===== config.mk =====
export PLATFORM = sky130hd
export DESIGN_NAME = tty_line_discipline
export DESIGN_NICKNAME = d
export VERILOG_FILES = /design/src/rtl/core/tld_pkg.sv /design/src/rtl/core/tld_ram.sv /design/src/rtl/core/tld_decode.sv /design/src/rtl/core/tld_emit.sv /design/src/rtl/core/tty_line_discipline.sv
export SDC_FILE = /design/constraint.sdc
export NUM_CORES = 1
export LEC_CHECK = 0
export BUFFER_PORTS_ARGS = -buffer_cell sky130_fd_sc_hd__buf_2
export CAP_MARGIN = 20
export CORE_MARGIN = 2
export CORE_UTILIZATION = 25
export DETAILED_ROUTE_END_ITERATION = 8
export PLACE_DENSITY_LB_ADDON = 0.1
export SLEW_MARGIN = 20
export SYNTH_ARGS = -nofsm -noshare
export SYNTH_HDL_FRONTEND = slang
export SYNTH_SLANG_ARGS = --single-unit

===== constraint.sdc =====
create_clock -name clk_i -period 6.65 [get_ports clk_i]
set_input_delay 1.33 -clock clk_i [delete_from_list [all_inputs] [get_ports clk_i]]
set_output_delay 1.33 -clock clk_i [all_outputs]
set_load 0.03 [all_outputs]

===== src/rtl/core/tld_pkg.sv =====
`default_nettype none
package tld_pkg;

  // line store geometry
  localparam int unsigned LINE_DEPTH = 32;
  localparam int unsigned ADDR_W     = $clog2(LINE_DEPTH);
  localparam int unsigned LEN_W      = $clog2(LINE_DEPTH + 1);

  typedef logic [LEN_W-1:0]  len_t;
  typedef logic [ADDR_W-1:0] addr_t;

  // config register indexes
  localparam logic [2:0] REG_MODE   = 3'd0;
  localparam logic [2:0] REG_EOL    = 3'd1;
  localparam logic [2:0] REG_EOF    = 3'd2;
  localparam logic [2:0] REG_ERASE  = 3'd3;
  localparam logic [2:0] REG_HELD   = 3'd4;

  // mode_flags bit positions
  localparam int unsigned MODE_IGN_CR     = 0;
  localparam int unsigned MODE_CR_TO_EOL  = 1;
  localparam int unsigned MODE_EOL_TO_CR  = 2;
  localparam int unsigned MODE_ECHO       = 3;
  localparam int unsigned MODE_ECHO_CTL   = 4;
  localparam int unsigned MODE_ECHO_ERASE = 5;
  localparam int unsigned MODE_CANON      = 6;

  // result kinds
  localparam logic [1:0] KIND_ECHO = 2'd0;
  localparam logic [1:0] KIND_READ = 2'd1;
  localparam logic [1:0] KIND_EOF  = 2'd2;

  // characters
  localparam logic [7:0] CH_NUL     = 8'd0;
  localparam logic [7:0] CH_BS      = 8'd8;
  localparam logic [7:0] CH_TAB     = 8'd9;
  localparam logic [7:0] CH_CR      = 8'd13;
  localparam logic [7:0] CH_SP      = 8'd32;
  localparam logic [7:0] CH_CARET   = 8'd94;
  localparam logic [7:0] CTL_LIMIT  = 8'd32;
  localparam logic [7:0] CTL_OFFSET = 8'd64;

  // up to three echo bytes ahead of any read data
  typedef struct packed {
    logic [1:0]      cnt;
    logic [2:0][7:0] b;
  } echo_t;

  // what one received byte does
  typedef struct packed {
    echo_t      echo;
    logic       rel;        // drain the line store
    logic       tail_en;    // one closing result
    logic [1:0] tail_kind;
    logic [7:0] tail_byte;
    logic       store;      // append chr to the line
    logic       erase;      // drop last stored byte
    logic [7:0] chr;
  } plan_t;

  typedef struct packed {
    logic  en;
    addr_t addr;
  } ram_rd_t;

endpackage
`default_nettype wire


===== src/rtl/core/tld_ram.sv =====
`default_nettype none
module tld_ram #(
  parameter int unsigned WIDTH = 8,
  parameter int unsigned DEPTH = 32
) (
  input  wire logic                     clk_i,
  input  wire logic                     we_i,
  input  wire logic [$clog2(DEPTH)-1:0] waddr_i,
  input  wire logic [WIDTH-1:0]         wdata_i,
  input  wire logic                     re_i,
  input  wire logic [$clog2(DEPTH)-1:0] raddr_i,
  output logic      [WIDTH-1:0]         rdata_o
);

  logic [WIDTH-1:0] mem_q [DEPTH];

  always_ff @(posedge clk_i) begin
    if (we_i) begin
      mem_q[waddr_i] <= wdata_i;
    end
    if (re_i) begin
      rdata_o <= mem_q[raddr_i];
    end
  end

endmodule
`default_nettype wire


===== src/rtl/core/tld_decode.sv =====
`default_nettype none
module tld_decode (
  input  wire logic [7:0]       rx_byte_i,
  input  wire logic [6:0]       mode_i,
  input  wire logic [7:0]       eol_i,
  input  wire logic [7:0]       eof_i,
  input  wire logic [7:0]       erase_i,
  input  wire logic [31:0]      held_i,
  input  wire tld_pkg::len_t    len_i,
  output tld_pkg::plan_t        plan_o
);

  function automatic tld_pkg::echo_t echo_of(logic [7:0] c, logic [6:0] mode,
                                              logic [7:0] eol);
    tld_pkg::echo_t e;
    e = '0;
    if (mode[tld_pkg::MODE_ECHO]) begin
      if (c != tld_pkg::CH_NUL && c < tld_pkg::CTL_LIMIT && c != eol &&
          c != tld_pkg::CH_TAB) begin
        if (mode[tld_pkg::MODE_ECHO_CTL]) begin
          e.cnt  = 2'd2;
          e.b[0] = tld_pkg::CH_CARET;
          e.b[1] = c + tld_pkg::CTL_OFFSET;
        end
      end else begin
        e.cnt  = 2'd1;
        e.b[0] = c;
      end
    end
    return e;
  endfunction

  logic       is_cr;
  logic [7:0] c;
  logic       held;
  logic       empty;
  logic       full;

  assign is_cr = (rx_byte_i == tld_pkg::CH_CR);
  assign empty = (len_i == '0);
  assign full  = (len_i >= tld_pkg::len_t'(tld_pkg::LINE_DEPTH));
  assign held  = (c < tld_pkg::CTL_LIMIT) && (c != tld_pkg::CH_TAB) && held_i[c[4:0]];

  // CR / end-of-line mapping
  always_comb begin
    if (is_cr && mode_i[tld_pkg::MODE_CR_TO_EOL]) begin
      c = eol_i;
    end else if (rx_byte_i == eol_i && mode_i[tld_pkg::MODE_EOL_TO_CR]) begin
      c = tld_pkg::CH_CR;
    end else begin
      c = rx_byte_i;
    end
  end

  always_comb begin
    plan_o     = '0;
    plan_o.chr = c;
    priority if (is_cr && mode_i[tld_pkg::MODE_IGN_CR]) begin
      // dropped, no results
    end else if (!mode_i[tld_pkg::MODE_CANON]) begin
      plan_o.echo      = echo_of(c, mode_i, eol_i);
      plan_o.tail_en   = 1'b1;
      plan_o.tail_kind = tld_pkg::KIND_READ;
      plan_o.tail_byte = c;
    end else if (c == eol_i) begin
      plan_o.echo      = echo_of(c, mode_i, eol_i);
      plan_o.rel       = 1'b1;
      plan_o.tail_en   = 1'b1;
      plan_o.tail_kind = tld_pkg::KIND_READ;
      plan_o.tail_byte = c;
    end else if (c == eof_i) begin
      if (empty) begin
        plan_o.tail_en   = 1'b1;
        plan_o.tail_kind = tld_pkg::KIND_EOF;
        plan_o.tail_byte = tld_pkg::CH_NUL;
      end else begin
        plan_o.rel = 1'b1;
      end
    end else if (c == erase_i) begin
      if (!empty) begin
        plan_o.erase = 1'b1;
        if (mode_i[tld_pkg::MODE_ECHO_ERASE]) begin
          plan_o.echo.cnt  = 2'd3;
          plan_o.echo.b[0] = tld_pkg::CH_BS;
          plan_o.echo.b[1] = tld_pkg::CH_SP;
          plan_o.echo.b[2] = tld_pkg::CH_BS;
        end else begin
          plan_o.echo = echo_of(c, mode_i, eol_i);
        end
      end
    end else if (!held && !full) begin
      plan_o.store = 1'b1;
      plan_o.echo  = echo_of(c, mode_i, eol_i);
    end
  end

endmodule
`default_nettype wire


===== src/rtl/core/tld_emit.sv =====
`default_nettype none
module tld_emit (
  input  wire logic              clk_i,
  input  wire logic              rst_ni,
  input  wire logic              start_i,
  input  wire tld_pkg::plan_t    plan_i,
  input  wire tld_pkg::len_t     len_i,
  output logic                   idle_o,
  output tld_pkg::ram_rd_t       rd_o,
  input  wire logic [7:0]        rdata_i,
  output logic                   out_valid_o,
  input  wire logic              out_ready_i,
  output logic [1:0]             out_kind_o,
  output logic [7:0]             out_byte_o,
  output logic                   out_last_o
);

  localparam logic [1:0] S_IDLE = 2'd0;
  localparam logic [1:0] S_ECHO = 2'd1;
  localparam logic [1:0] S_REL  = 2'd2;
  localparam logic [1:0] S_TAIL = 2'd3;

  logic [1:0]     state_q, state_d;
  tld_pkg::len_t  idx_q, idx_d;
  tld_pkg::plan_t plan_q;
  tld_pkg::len_t  rel_len_q;
  logic           valid_q;
  logic [1:0]     kind_q, kind_d;
  logic [7:0]     byte_q, byte_d;
  logic           last_q, last_d;

  logic           adv;
  tld_pkg::len_t  idx_inc;
  tld_pkg::len_t  limit;
  logic           hit;
  logic           more_rel;
  logic           start_rel;

  // one counter, one incrementer, one compare: shared by echo and drain phases
  assign adv      = (state_q != S_IDLE) && (!valid_q || out_ready_i);
  assign idx_inc  = idx_q + 1'b1;
  assign limit    = (state_q == S_REL) ? rel_len_q
                                       : {{(tld_pkg::LEN_W-2){1'b0}}, plan_q.echo.cnt};
  assign hit      = (idx_inc == limit);
  assign more_rel = plan_q.rel && (rel_len_q != '0);
  assign start_rel = plan_i.rel && (len_i != '0);

  always_comb begin
    state_d = state_q;
    idx_d   = idx_q;
    kind_d  = tld_pkg::KIND_ECHO;
    byte_d  = plan_q.echo.b[idx_q[1:0]];
    last_d  = 1'b0;
    rd_o    = '0;
    if (start_i) begin
      idx_d      = '0;
      rd_o.en    = 1'b1;
      rd_o.addr  = '0;
      if (plan_i.echo.cnt != 2'd0) begin
        state_d = S_ECHO;
      end else if (start_rel) begin
        state_d = S_REL;
      end else if (plan_i.tail_en) begin
        state_d = S_TAIL;
      end else begin
        state_d = S_IDLE;
      end
    end else if (adv) begin
      unique case (state_q)
        S_ECHO: begin
          kind_d = tld_pkg::KIND_ECHO;
          byte_d = plan_q.echo.b[idx_q[1:0]];
          last_d = hit && !more_rel && !plan_q.tail_en;
          if (hit) begin
            idx_d = '0;
            if (more_rel) begin
              state_d = S_REL;
            end else if (plan_q.tail_en) begin
              state_d = S_TAIL;
            end else begin
              state_d = S_IDLE;
            end
          end else begin
            idx_d = idx_inc;
          end
        end
        S_REL: begin
          kind_d = tld_pkg::KIND_READ;
          byte_d = rdata_i;
          last_d = hit && !plan_q.tail_en;
          if (hit) begin
            idx_d   = '0;
            state_d = plan_q.tail_en ? S_TAIL : S_IDLE;
          end else begin
            idx_d     = idx_inc;
            rd_o.en   = 1'b1;
            rd_o.addr = idx_inc[tld_pkg::ADDR_W-1:0];
          end
        end
        S_TAIL: begin
          kind_d  = plan_q.tail_kind;
          byte_d  = plan_q.tail_byte;
          last_d  = 1'b1;
          state_d = S_IDLE;
        end
        default: begin
          state_d = S_IDLE;
        end
      endcase
    end
  end

  always_ff @(posedge clk_i or negedge rst_ni) begin
    if (!rst_ni) begin
      state_q <= S_IDLE;
      idx_q   <= '0;
      valid_q <= 1'b0;
    end else begin
      state_q <= state_d;
      idx_q   <= idx_d;
      if (adv) begin
        valid_q <= 1'b1;
      end else if (out_ready_i) begin
        valid_q <= 1'b0;
      end
    end
  end

  always_ff @(posedge clk_i) begin
    if (start_i) begin
      plan_q    <= plan_i;
      rel_len_q <= len_i;
    end
    if (adv) begin
      kind_q <= kind_d;
      byte_q <= byte_d;
      last_q <= last_d;
    end
  end

  assign idle_o      = (state_q == S_IDLE);
  assign out_valid_o = valid_q;
  assign out_kind_o  = kind_q;
  assign out_byte_o  = byte_q;
  assign out_last_o  = last_q;

  a_start_idle: assert property (@(posedge clk_i) disable iff (!rst_ni)
    start_i |-> state_q == S_IDLE)
    else $error("tld_emit: start while busy");

  a_rel_range: assert property (@(posedge clk_i) disable iff (!rst_ni)
    state_q == S_REL |-> (rel_len_q != '0) && (idx_q < rel_len_q))
    else $error("tld_emit: drain index out of range");

  a_echo_range: assert property (@(posedge clk_i) disable iff (!rst_ni)
    state_q == S_ECHO |-> idx_q < {{(tld_pkg::LEN_W-2){1'b0}}, plan_q.echo.cnt})
    else $error("tld_emit: echo index out of range");

  a_last_ends: assert property (@(posedge clk_i) disable iff (!rst_ni)
    (adv && last_d) |=> state_q == S_IDLE)
    else $error("tld_emit: result marked last but sequence continues");

endmodule
`default_nettype wire


===== src/rtl/core/tty_line_discipline.sv =====
`default_nettype none
// Channel   Dir  Handshake                     Payload
// s_axis    in   s_axis_tvalid/s_axis_tready   tdata[7:0] rx_byte
// m_axis    out  m_axis_tvalid/m_axis_tready   tdata[7:0] out_byte, tuser[1:0] out_kind,
//                                              tlast last
// cfg       in   cfg_we_i (no back-pressure)   cfg_idx_i register, cfg_data_i value
//
// An accepted byte is decoded in the accept cycle, then its results leave one per cycle
// from a single output register while m_axis_tready allows: up to 3 echo bytes, up to
// LINE_DEPTH stored bytes, one closing result. Worst case 34 results at full drain. The
// result sequencer walks echo and line store with one shared counter and the store's
// single read port.
// s_axis_tready is high only while the sequencer is idle; a held result in the output
// register does not block the next accept. Reset empties the line; no clearing pass.
module tty_line_discipline (
  input  wire logic        clk_i,
  input  wire logic        rst_ni,
  // received characters
  input  wire logic        s_axis_tvalid,
  output logic             s_axis_tready,
  input  wire logic [7:0]  s_axis_tdata,   // [7:0] rx_byte
  // echo and reader stream
  output logic             m_axis_tvalid,
  input  wire logic        m_axis_tready,
  output logic [7:0]       m_axis_tdata,   // [7:0] out_byte
  output logic [1:0]       m_axis_tuser,   // [1:0] out_kind
  output logic             m_axis_tlast,
  // register writes
  input  wire logic        cfg_we_i,
  input  wire logic [2:0]  cfg_idx_i,
  input  wire logic [31:0] cfg_data_i
);

  logic [6:0]        mode_q;
  logic [7:0]        eol_q;
  logic [7:0]        eof_q;
  logic [7:0]        erase_q;
  logic [31:0]       held_q;
  tld_pkg::len_t     line_len_q, line_len_d;

  tld_pkg::plan_t    plan;
  tld_pkg::ram_rd_t  rd;
  logic [7:0]        rdata;
  logic              idle;
  logic              accept;

  assign s_axis_tready = idle;
  assign accept        = s_axis_tvalid && s_axis_tready;

  // config registers; the user must write them only while idle, the block does not enforce it
  always_ff @(posedge clk_i or negedge rst_ni) begin
    if (!rst_ni) begin
      mode_q  <= 7'd120;
      eol_q   <= 8'd10;
      eof_q   <= 8'd4;
      erase_q <= 8'd127;
      held_q  <= '0;
    end else if (cfg_we_i) begin
      unique case (cfg_idx_i)
        tld_pkg::REG_MODE:  mode_q  <= cfg_data_i[6:0];
        tld_pkg::REG_EOL:   eol_q   <= cfg_data_i[7:0];
        tld_pkg::REG_EOF:   eof_q   <= cfg_data_i[7:0];
        tld_pkg::REG_ERASE: erase_q <= cfg_data_i[7:0];
        tld_pkg::REG_HELD:  held_q  <= cfg_data_i;
        default: ;  // unmapped index, write ignored
      endcase
    end
  end

  tld_decode u_decode (
    .rx_byte_i (s_axis_tdata),
    .mode_i    (mode_q),
    .eol_i     (eol_q),
    .eof_i     (eof_q),
    .erase_i   (erase_q),
    .held_i    (held_q),
    .len_i     (line_len_q),
    .plan_o    (plan)
  );

  // line fill level: drain empties it, store appends, erase backs off one
  always_comb begin
    line_len_d = line_len_q;
    if (accept) begin
      priority if (plan.rel) begin
        line_len_d = '0;
      end else if (plan.store) begin
        line_len_d = line_len_q + 1'b1;
      end else if (plan.erase) begin
        line_len_d = line_len_q - 1'b1;
      end
    end
  end

  always_ff @(posedge clk_i or negedge rst_ni) begin
    if (!rst_ni) begin
      line_len_q <= '0;
    end else begin
      line_len_q <= line_len_d;
    end
  end

  tld_ram #(
    .WIDTH (8),
    .DEPTH (tld_pkg::LINE_DEPTH)
  ) u_line_store (
    .clk_i   (clk_i),
    .we_i    (accept && plan.store),
    .waddr_i (line_len_q[tld_pkg::ADDR_W-1:0]),
    .wdata_i (plan.chr),
    .re_i    (rd.en),
    .raddr_i (rd.addr),
    .rdata_o (rdata)
  );

  tld_emit u_emit (
    .clk_i       (clk_i),
    .rst_ni      (rst_ni),
    .start_i     (accept),
    .plan_i      (plan),
    .len_i       (line_len_q),
    .idle_o      (idle),
    .rd_o        (rd),
    .rdata_i     (rdata),
    .out_valid_o (m_axis_tvalid),
    .out_ready_i (m_axis_tready),
    .out_kind_o  (m_axis_tuser),
    .out_byte_o  (m_axis_tdata),
    .out_last_o  (m_axis_tlast)
  );

  a_len_bound: assert property (@(posedge clk_i) disable iff (!rst_ni)
    line_len_q <= tld_pkg::len_t'(tld_pkg::LINE_DEPTH))
    else $error("tty_line_discipline: line length beyond store depth");

  a_store_room: assert property (@(posedge clk_i) disable iff (!rst_ni)
    (accept && plan.store) |-> line_len_q < tld_pkg::len_t'(tld_pkg::LINE_DEPTH))
    else $error("tty_line_discipline: store into full line");

endmodule
`default_nettype wire

Word level (Yosys, flattened, before mapping). Memories as Yosys holds them, arrays and structs flattened. A register that Yosys moved wholly into a read port is not among the register bits. Cells that the tools add are included.

Register bits: 133. Bits in latches: 0. Bits in writable memories: 256. ROM bits: 0. Bits of input ports: 48. Memories kept: 1.

Memory list: u_line_store.mem_q (words 32, width 8, read ports 1, clocked after Yosys merged registers in 1, wr ports 1, line tld_ram.sv:15) `logic [WIDTH-1:0] mem_q [DEPTH];`.

Add/sub/neg operators: 4. $mul: 0. Divide/modulo/power cells: 0. Magnitude comparators: 4. Eq/ne operators: 17. Shift operators: 0. Multiplexer cells: 62. Bitwise logic cells: 2. Reductions and logical operators: 46.

Operator list (count): $mux 26 (6); $mux 6 (12); $mux 8 (6); $mux 40 (1); $mux 38 (1); $eq 8x8->1 (4); $mux 16 (2); $mux 2 (15); $mux 11 (2); $logic_and 1x1->1 (17); $bmux 8 s2 (1); $pmux 8 s2 (1); $reduce_and 2->1 (7); $add 6x1->6 const B (2); $mux 12 (1); $reduce_bool 6->1 (2); $mux 1 (10); $reduce_bool 2->1 (5); $add 8x7->8 const B (1); $eq 8x4->1 const B (1); $lt 8x6->1 const B (1); $ne 8x4->1 const B (1); $ne 8x8->1 (1); $pmux 2 s2 (2); other kinds (24) (33).

Longest topological paths before layout. Gate-level depths: netlist of run 1.

Depth in word-level cells: 21. Mapped depth: 26. Gate-level depth less buffers: 23.

By module. From an unflattened synthesis of run 1, not the netlist that was laid out.

Cell total of the unflattened synthesis: 1105. Area, all modules: 17714.5 µm².

Modules (own cells, without submodules): tld_ram (instances 1, cells each 417, area an instance 10133.5 µm²); tld_emit (instances 1, cells each 215, area an instance 2909.0 µm²); tty_line_discipline (instances 1, cells each 189, area an instance 2840.2 µm²); tld_decode (instances 1, cells each 284, area an instance 1831.8 µm²).

Worst setup path after synthesis of run 1. Ideal clock, no wire load.

Path type: input to register. From: input port s_axis_tdata[7]. To: register line_len_q[5]. Setup time: 0.087 ns. Arrival: 5.796 ns. Required time: 6.563 ns. Setup slack: 0.767 ns. Stages: 25. Cell sequence: clkbuf_1 -> xnor2_1 -> nand3b_1 -> or3_4 -> buf_6 -> o21ai_0 -> and2_1 -> ha_1 -> inv_1 -> o21ai_0 -> a21oi_1 -> o311ai_0 -> or3_1 -> nor4_2 -> a2111oi_4 -> nand4_1 -> ha_1 -> a21o_1 -> a21oi_1 -> nor2_1 -> o21ai_0 -> nand2b_1 -> nor3_1 -> nand3_1 -> o211ai_1.

Word-level cells in the longest chain between the ends: 17.

Ends and longest elaborated chain: from (decl) (line tty_line_discipline.sv:21) `input wire logic [7:0] s_axis_tdata,`; $eq 8x8->1 (line tld_decode.sv:48) `end else if (rx_byte_i == eol_i && mode_i[tld_pkg::MODE_EOL_TO_CR]) begin`; $logic_and 1x1->1 (line tld_decode.sv:48); $mux 8 (line tld_decode.sv:48); $mux 8 (line tld_decode.sv:46) `if (is_cr && mode_i[tld_pkg::MODE_CR_TO_EOL]) begin`; $lt 8x6->1 (tied with other cells) (line tld_decode.sv:42) `assign held = (c < tld_pkg::CTL_LIMIT) && (c != tld_pkg::CH_TAB) && held_i[c[4:0]];`; $logic_and 1x1->1 or $mux 1 (tied branches) (line tld_decode.sv:42); $logic_and 1x1->1 (line tld_decode.sv:42); $logic_not 1->1 (line tld_decode.sv:91) `end else if (!held && !full) begin`; $logic_and 1x1->1 (line tld_decode.sv:91); $mux 1 (line tld_decode.sv:91); $mux 1 (line tld_decode.sv:79) `end else if (c == erase_i) begin`; $mux 2 (line tld_decode.sv:71) `end else if (c == eof_i) begin`; $mux 2 (line tld_decode.sv:65) `end else if (c == eol_i) begin`; $mux 2 (line tld_decode.sv:60) `end else if (!mode_i[tld_pkg::MODE_CANON]) begin`; $mux 40 (*) (line tld_decode.sv:58) `priority if (is_cr && mode_i[tld_pkg::MODE_IGN_CR]) begin`; $reduce_bool 3->1 (no source line) or $mux 6 (tied branches); $reduce_and 2->1 (no source line) or $mux 6 (tied branches); to (signal assigned) (line tty_line_discipline.sv:99) `line_len_q <= line_len_d;`; to (decl) (line tty_line_discipline.sv:39) `tld_pkg::len_t line_len_q, line_len_d;`.

Mark *: on every way between the ends. The rest lies on a longest branch, timed or not. The select of a mux whose other input is x is not followed. A chain may end at the register's enable or synchronous reset.

Final worst setup path of run 1.
From: input port s_axis_tdata[3]. To: register line_len_q[5].

Same word-level chain as after synthesis.

==> results by group, run 1 <==
Place
  – GPL Wtd Cong: 0.896
  – IO Port Bufs: 60
  – Post-place setup slack: 0.487 ns
  – DP Wirelength: 36.3 mm
  – Placed Area: 0.0195 sq mm

Clocking
  – Total CTS buffers: 46
  – Post-CTS resize count: 0
  – TritonCTS clock tree: built
  – Skew-Pair Late Insertion Delay: 0.59 ns
  – H-tree levels: 2
  – CTS root buf: clkbuf_16
  – # hold bufs at CTS: 0
  – CTS sink cnt: 390
  – Postcts setup bufs: 0
  – Reg clk slew, reported paths: 0.06 ns
  – Clock Path Buffers: 3

Routing
  – Vias: 12000
  – Routed Antenna Nets: 0
  – Drt drc: 0
  – WL final: 54.5 mm
  – DRT iter0 DRCs: 859
  – WL per Instance: 21.7 microns
  – Via/cell ratio: 4.77
  – First-pass DRT Iterations: 7

Final layout
  – Post-route cell area: 0.0210 sq mm
  – Share of cells above drive strength 1: 0.207
  – Area growth from synthesis to final layout: 18.8%
  – Fin nets: 1590

STA
  – Max frequency: 0.177 GHz
  – Worst Clk Skew: 0.0342 ns
  – Final Worst Setup Slack: 1.01 ns
  – Final Hold Vio Count: 0
  – Hold slack: 0.504 ns
  – Pins Over Slew Limit: 0
  – RSZ-0062 raised after global routing: no
  – Final TNS setup: 0 ns
  – Min Tclk post-route: 5.64 ns
  – Relative slew slack: 0.315
  – Measured slew at the worst slew-check pin: 1.03 ns
  – Final setup fails: 0
  – Tcrit/Tclk final: 0.848

Yosys
  – Share of the synthesized area in the top cell type: 0.531
  – Post-synth top cells: 312 x edfxtp_1, 190 x nand2_1, 105 x nor2_1
  – Count leader, synth: edfxtp_1
  – Synth Instances: 1410
  – Dominant cell type by area after synthesis: edfxtp_1
  – Register area share after synthesis: 0.643
  – Synth warn: 0
  – Syn nets: 1472
  – Seq cells post-synth: 390
  – Synth area leaders: edfxtp_1 53%, dfrtp_1 9.1%, nand2_1 4.0%
  – Unique masters post-synth: 85
  – Synth Cell Area: 0.0176 sq mm
  – Post-synth top flop: edfxtp_1
  – Syn_area_per_cell: 12.5 sq um
  – Ys async rst share: 0.200
  – Post-synth EDFFs: 312

Worst setup path
  – CP Launch Type: primary input
  – Worst Path Arrival: 6.08 ns
  – Crit path kind: primary input to flip-flop
  – CP Capture Type: flip-flop
  – Highest net fanout along the worst path: 13
  – Data required, critical path: 7.09 ns
  – Reg-to-reg slack, setup: 1.39 ns

Min path
  – Hold crit path type: flip-flop to flip-flop

Die
  – Io pins: 61
  – Height of the die: 270 microns
  – Initial core utilization: 0.252
  – Core area: 0.0699 sq mm
  – Die Area: 0.0727 sq mm
  – Die Width: 270 microns
  – Num rows: 97

Global route
  – First-pass GRT wire length: 81.0 mm
  – Initial antenna violation count: 1
  – Largest net degree at the start of global routing: 64
  – Vias in the first global route: 12000
  – Grt ovf: 0
  – Overall Global Routing Usage: 0.148

Pwr
  – P per Cell Area: 356 mW/mm^2
  – Leak pwr: 7.39 nW
  – Overall power: 7.47 mW
  – Worst VDD drop: 0.167 mV

Run status
  – Run status: complete, no violations

Flow run
  – # Max-Cap Violations: 0
layout by cell type, fill, tap and decap left out, drive strengths merged, types with 5 or more instances in the layout:
cell | synthesis | layout
a2111oi | 10 | 10
a22oi | 10 | 10
mux2i | 20 | 20
buf | 16 | 142
o31ai | 5 | 5
o221a | 6 | 6
mux4 | 18 | 18
dfrtp | 64 | 64
xor2 | 9 | 9
xnor2 | 7 | 7
a31oi | 22 | 22
nand3 | 46 | 46
ha | 13 | 13
o22ai | 17 | 17
a21oi | 76 | 76
nand4 | 10 | 10
o211ai | 9 | 9
and2 | 6 | 6
mux2 | 58 | 58
nor2 | 105 | 105
o21a | 6 | 6
nor3 | 30 | 30
and3 | 11 | 11
clkbuf | 56 | 69
nand3b | 5 | 5
a21o | 11 | 11
o21ai | 75 | 75
edfxtp | 312 | 312
clkinv | 0 | 11
inv | 41 | 42
or3 | 11 | 11
a211oi | 8 | 8
nand2 | 190 | 190
nor2b | 5 | 5
o22a | 8 | 8
nor4 | 21 | 21
nand2b | 15 | 15
dfstp | 14 | 14
state kept, by name, summed over array words and instances (netlist names):
signal	cells
u_emit.out_byte_o	8
u_emit.out_kind_o	2
u_emit.state_q	2
u_line_store.mem_q	256
line_len_q	6
held_q	32
eol_q	8
u_emit.rel_len_q	6
erase_q	8
mode_q	7
eof_q	8
u_emit.idx_q	6
u_emit.plan_q	31
u_emit.out_last_o	1
u_emit.out_valid_o	1
u_line_store.rdata_o	8
critical path: stages:
cell and delay (ns):
buf_2 0.19, nor2b_1 0.17, or3_1 0.43, or3_4 0.41, o21ai_0 0.21, and2_1 0.19
ha_1 0.25, inv_1 0.05, o21ai_0 0.29, a21oi_1 0.12, o311ai_0 0.11, or3_1 0.17
nor4_2 0.06, a2111oi_4 0.48, nand4_1 0.19, buf_4 0.20, ha_1 0.31, a21oi_1 0.22
nor2_1 0.06, o21ai_0 0.16, nand2b_1 0.11, nand3_1 0.10, o311a_1 0.17, o211ai_1 0.09
through the flow:
step | util | instances
final | 0.300 | 2505
after global routing | 0.300 | 2503
after CTS | 0.300 | 2503
after detailed placement | 0.279 | 2420
after global placement | 0.279 | 2420
after floorplan | - | 1410
area by class of cell:
type | instances | area (sq um)
Multi-Input combinational cell | 907 | 5930
Clock buffer | 69 | 1280
Antenna cell | 2 | 5.00
Sequential cell | 390 | 11300
Tap cell | 940 | 1180
Inverter | 41 | 154
Timing Repair Buffer | 142 | 931
Clock inverter | 14 | 145
Fill cell | 7228 | 48900
routing by layer:
layer	vias to the layer above	track usage	routed length, microns
met4	0	0.0373	1160
li1	5599	-	-
met3	72	0.0188	1920
met5	-	0	0
met1	6012	0.201	25100
met2	276	0.249	26300
cells by family (layout without fill, tap and decap cells):
group / Yosys count / in the layout / share of synthesized area
other cells: 0 / 2 / 0
buf+inv: 113 / 266 / 0.0251
flops: 390 / 390 / 0.643
xor+xnor: 17 / 17 / 0.00929
compound gates: 307 / 307 / 0.116
simple gates: 473 / 473 / 0.125
fa+ha+maj: 14 / 14 / 0.0104
mux: 96 / 96 / 0.0713
final timing paths:
check	start	end	cells past startpoint
worst max-delay path	s_axis_tdata[3]	line_len_q[5]	24
worst min-delay path	held_q[3]	held_q[3]	1
worst max register to register	eol_q[3]	line_len_q[5]	23
worst min register to register	held_q[3]	held_q[3]	1
max in group asynchronous	rst_ni	held_q[14]	2
min in group asynchronous	rst_ni	u_emit.out_valid_o	1
where the power goes:
part / switching (mW) / internal (mW) / total, mW
clock network: 1.01 / 1.41 / 2.41
registers: 0.222 / 2.92 / 3.14
logic: 1.23 / 0.685 / 1.91
total: 2.45 / 5.01 / 7.47
Power figures use the tool's default switching activity.
==> run 2, diff against run 1 <==
--- a/config.mk
+++ b/config.mk
@@ -5,6 +5,7 @@
 export SDC_FILE = /design/constraint.sdc
 export NUM_CORES = 1
 export LEC_CHECK = 0
+export ABC_AREA = 1
 export BUFFER_PORTS_ARGS = -buffer_cell sky130_fd_sc_hd__buf_2
 export CAP_MARGIN = 20
 export CORE_MARGIN = 2
==> constraint.sdc (replaced) <==
create_clock -name clk_i -period 4.9 [get_ports clk_i]
set_input_delay 0.98 -clock clk_i [delete_from_list [all_inputs] [get_ports clk_i]]
set_output_delay 0.98 -clock clk_i [all_outputs]
set_load 0.03 [all_outputs]
==> results by group, run 2 <==
Run status
  – Run status: complete, no violations

Yosys
  – Ys async rst share: 0.200
  – Dominant cell type by area after synthesis: edfxtp_1
  – Post-synth top flop: edfxtp_1
  – Post-synth EDFFs: 312
  – Synth area leaders: edfxtp_1 54%, dfrtp_1 9.2%, nand2_1 5.5%
  – Post-synth top cells: 312 x edfxtp_1, 255 x nand2_1, 121 x nor2_1
  – Seq cells post-synth: 390
  – Unique masters post-synth: 56
  – Synth Cell Area: 0.0175 sq mm
  – Synth warn: 0
  – Register area share after synthesis: 0.648
  – Syn nets: 1595
  – Count leader, synth: edfxtp_1
  – Syn_area_per_cell: 11.4 sq um
  – Synth Instances: 1533
  – Share of the synthesized area in the top cell type: 0.535

Die
  – Height of the die: 269 microns
  – Num rows: 97
  – Initial core utilization: 0.251
  – Die Width: 269 microns
  – Die Area: 0.0721 sq mm
  – Core area: 0.0697 sq mm
  – Io pins: 61

Place
  – DP Wirelength: 34.2 mm
  – GPL Wtd Cong: 0.811
  – IO Port Bufs: 60

STA
  – Worst Clk Skew: 0.0195 ns
  – Measured slew at the worst slew-check pin: 0.880 ns
  – Pins Over Slew Limit: 0
  – Relative slew slack: 0.407
  – Final TNS setup: 0 ns
  – Final setup fails: 0
  – Tcrit/Tclk final: 0.839
  – Max frequency: 0.243 GHz
  – RSZ-0062 raised after global routing: no
  – Final Hold Vio Count: 0
  – Min Tclk post-route: 4.11 ns

Worst setup path
  – CP Capture Type: flip-flop
  – Crit path kind: flip-flop to flip-flop
  – Highest net fanout along the worst path: 32
  – Reg-to-reg slack, setup: 0.79 ns
  – Worst Path Arrival: 4.38 ns
  – CP max stage cell: dfrtp_1
  – Data required, critical path: 5.17 ns
  – CP max stage delay: 0.74 ns
  – CP cell instances: ha_1 -> nand3_1 -> xor2_1 -> xor2_1 -> nor3_1 -> nand2_2 -> nand3_2 -> nor2_4 -> clkinv_2 -> buf_4 -> o211ai_1 -> nand2_1 -> o211ai_1 -> nand2_1 -> nor2_1 -> a31oi_1
  – CP Launch Type: flip-flop

Clocking
  – Reg clk slew, reported paths: 0.06 ns
  – TritonCTS clock tree: built
  – H-tree levels: 2
  – CTS sink cnt: 390
  – Postcts setup bufs: 0
  – Total CTS buffers: 48
  – # hold bufs at CTS: 0
  – Skew-Pair Late Insertion Delay: 0.58 ns
  – Clock Path Buffers: 3
  – CTS root buf: clkbuf_16
  – Post-CTS resize count: 0

Final layout
  – Largest regs: u_line_store.mem_q x256, held_q x32, u_emit.plan_q x31
  – Fin nets: 1707
  – Util after Layout: 0.299
  – Share of cells above drive strength 1: 0.209
  – Max FFs per register: 256
  – Most frequent cells in the layout: 312 x edfxtp_1, 255 x nand2_1, 119 x nor2_1
  – Area growth from synthesis to final layout: 18.9%
  – Most common cell after layout, fill and taps aside: edfxtp_1
  – Biggest register: u_line_store.mem_q
  – Ant diodes: 0

Global route
  – Largest net degree at the start of global routing: 78
  – Overall Global Routing Usage: 0.145
  – Initial antenna violation count: 0
  – Vias in the first global route: 12100
  – First-pass GRT wire length: 78.0 mm
  – Grt ovf: 0

Routing
  – Drt drc: 0
  – WL per Instance: 19.7 microns
  – Routed Antenna Nets: 0
  – Vias: 11700
  – DRT iter0 DRCs: 724
  – Via/cell ratio: 4.48
  – WL final: 51.7 mm
  – First-pass DRT Iterations: 5

Flow run
  – # Max-Cap Violations: 0

Pwr
  – Worst VDD drop: 0.263 mV
  – P per Cell Area: 472 mW/mm^2
  – Leak pwr: 7.67 nW

Min path
  – Hold crit path type: primary input to async pin
## run 2: cell types whose count changed in the layout (fill, tap and decap cells not counted), sizes merged, moves of 24 or more
cell and change:
mux2 -25, o21ai +37, nor2 +24, o211ai +56, o22ai +29, or2 +50
nand3 +57, a21oi -25, nand2 +74, inv +68
## run 2: metal layers
| metal | global-route usage | vias to the layer above | share of wire |
|---|---|---|---|
| met4 | 0.0335 | 0 | 0.018 |
| li1 | - | 5680 | - |
| met2 | 0.232 | 195 | 0.46 |
| met3 | 0.0244 | 67 | 0.036 |
| met1 | 0.206 | 5806 | 0.49 |
| met5 | 0 | - | 0 |
## run 2: path summary, 6_finish.rpt
path / endpoint / cells past startpoint / startpoint
min in group clk_i: held_q[6] / 2 / held_q[6]
worst max register to register: u_line_store.rdata_o[4] / 16 / u_emit.idx_q[0]
worst min-delay path: mode_q[0] / 1 / rst_ni
worst max-delay path: u_line_store.rdata_o[4] / 16 / u_emit.idx_q[0]
max in group asynchronous: erase_q[5] / 2 / rst_ni
worst min register to register: held_q[6] / 2 / held_q[6]
## run 2: area by class of cell
class / count / area (sq um)
inverter: 114 / 430
sequential: 390 / 11300
timing repair buffer: 133 / 901
fill: 7253 / 48900
clock inverter: 21 / 160
tap: 940 / 1180
clock buffer: 66 / 1340
multi-input combinational: 958 / 5460
## run 2: cell families (layout without fill, tap and decap cells)
logic type               count (synthesis)  after routing  synth area share
AND/OR/NAND/NOR                        570            570             0.152
AO/OA/AOI/OAI                          316            316             0.112
adder cells (fa/ha/maj)                 14             14            0.0104
XOR/XNOR                                25             25            0.0129
multiplexers                            33             33            0.0212
flip-flops                             390            390             0.648
buffers and inverters                  185            334            0.0441
## run 2: worst max-delay path: cells and delay by family, from the launching register on
family          cells  cell delay (ns)
xor+xnor            2             0.42
fa+ha+maj           1             0.30
flops               1             0.74
buf+inv             2             0.42
compound gates      3             0.69
simple gates        8             1.20
## run 2: where the power goes
group          leakage [nW]  switching [mW]  total (mW)  internal [mW]
sequential             3.73           0.179        4.11           3.93
combinational          3.21            1.55        2.31          0.761
clock                 0.732            1.40        3.41           2.01
## run 2: through the flow
step,setup WS [ns],cell area (sq um),std cells,power [mW],hold WS [ns]
after floorplan,0.207,17500,1533,5.66,0.444
after global placement,0.428,19300,2534,6.53,0.471
after detailed placement,0.411,19300,2534,6.53,0.475
after CTS,0.757,20800,2621,10.0,0.479
after global routing,0.464,20800,2622,10.4,0.508
final,0.788,20800,2622,9.83,0.484
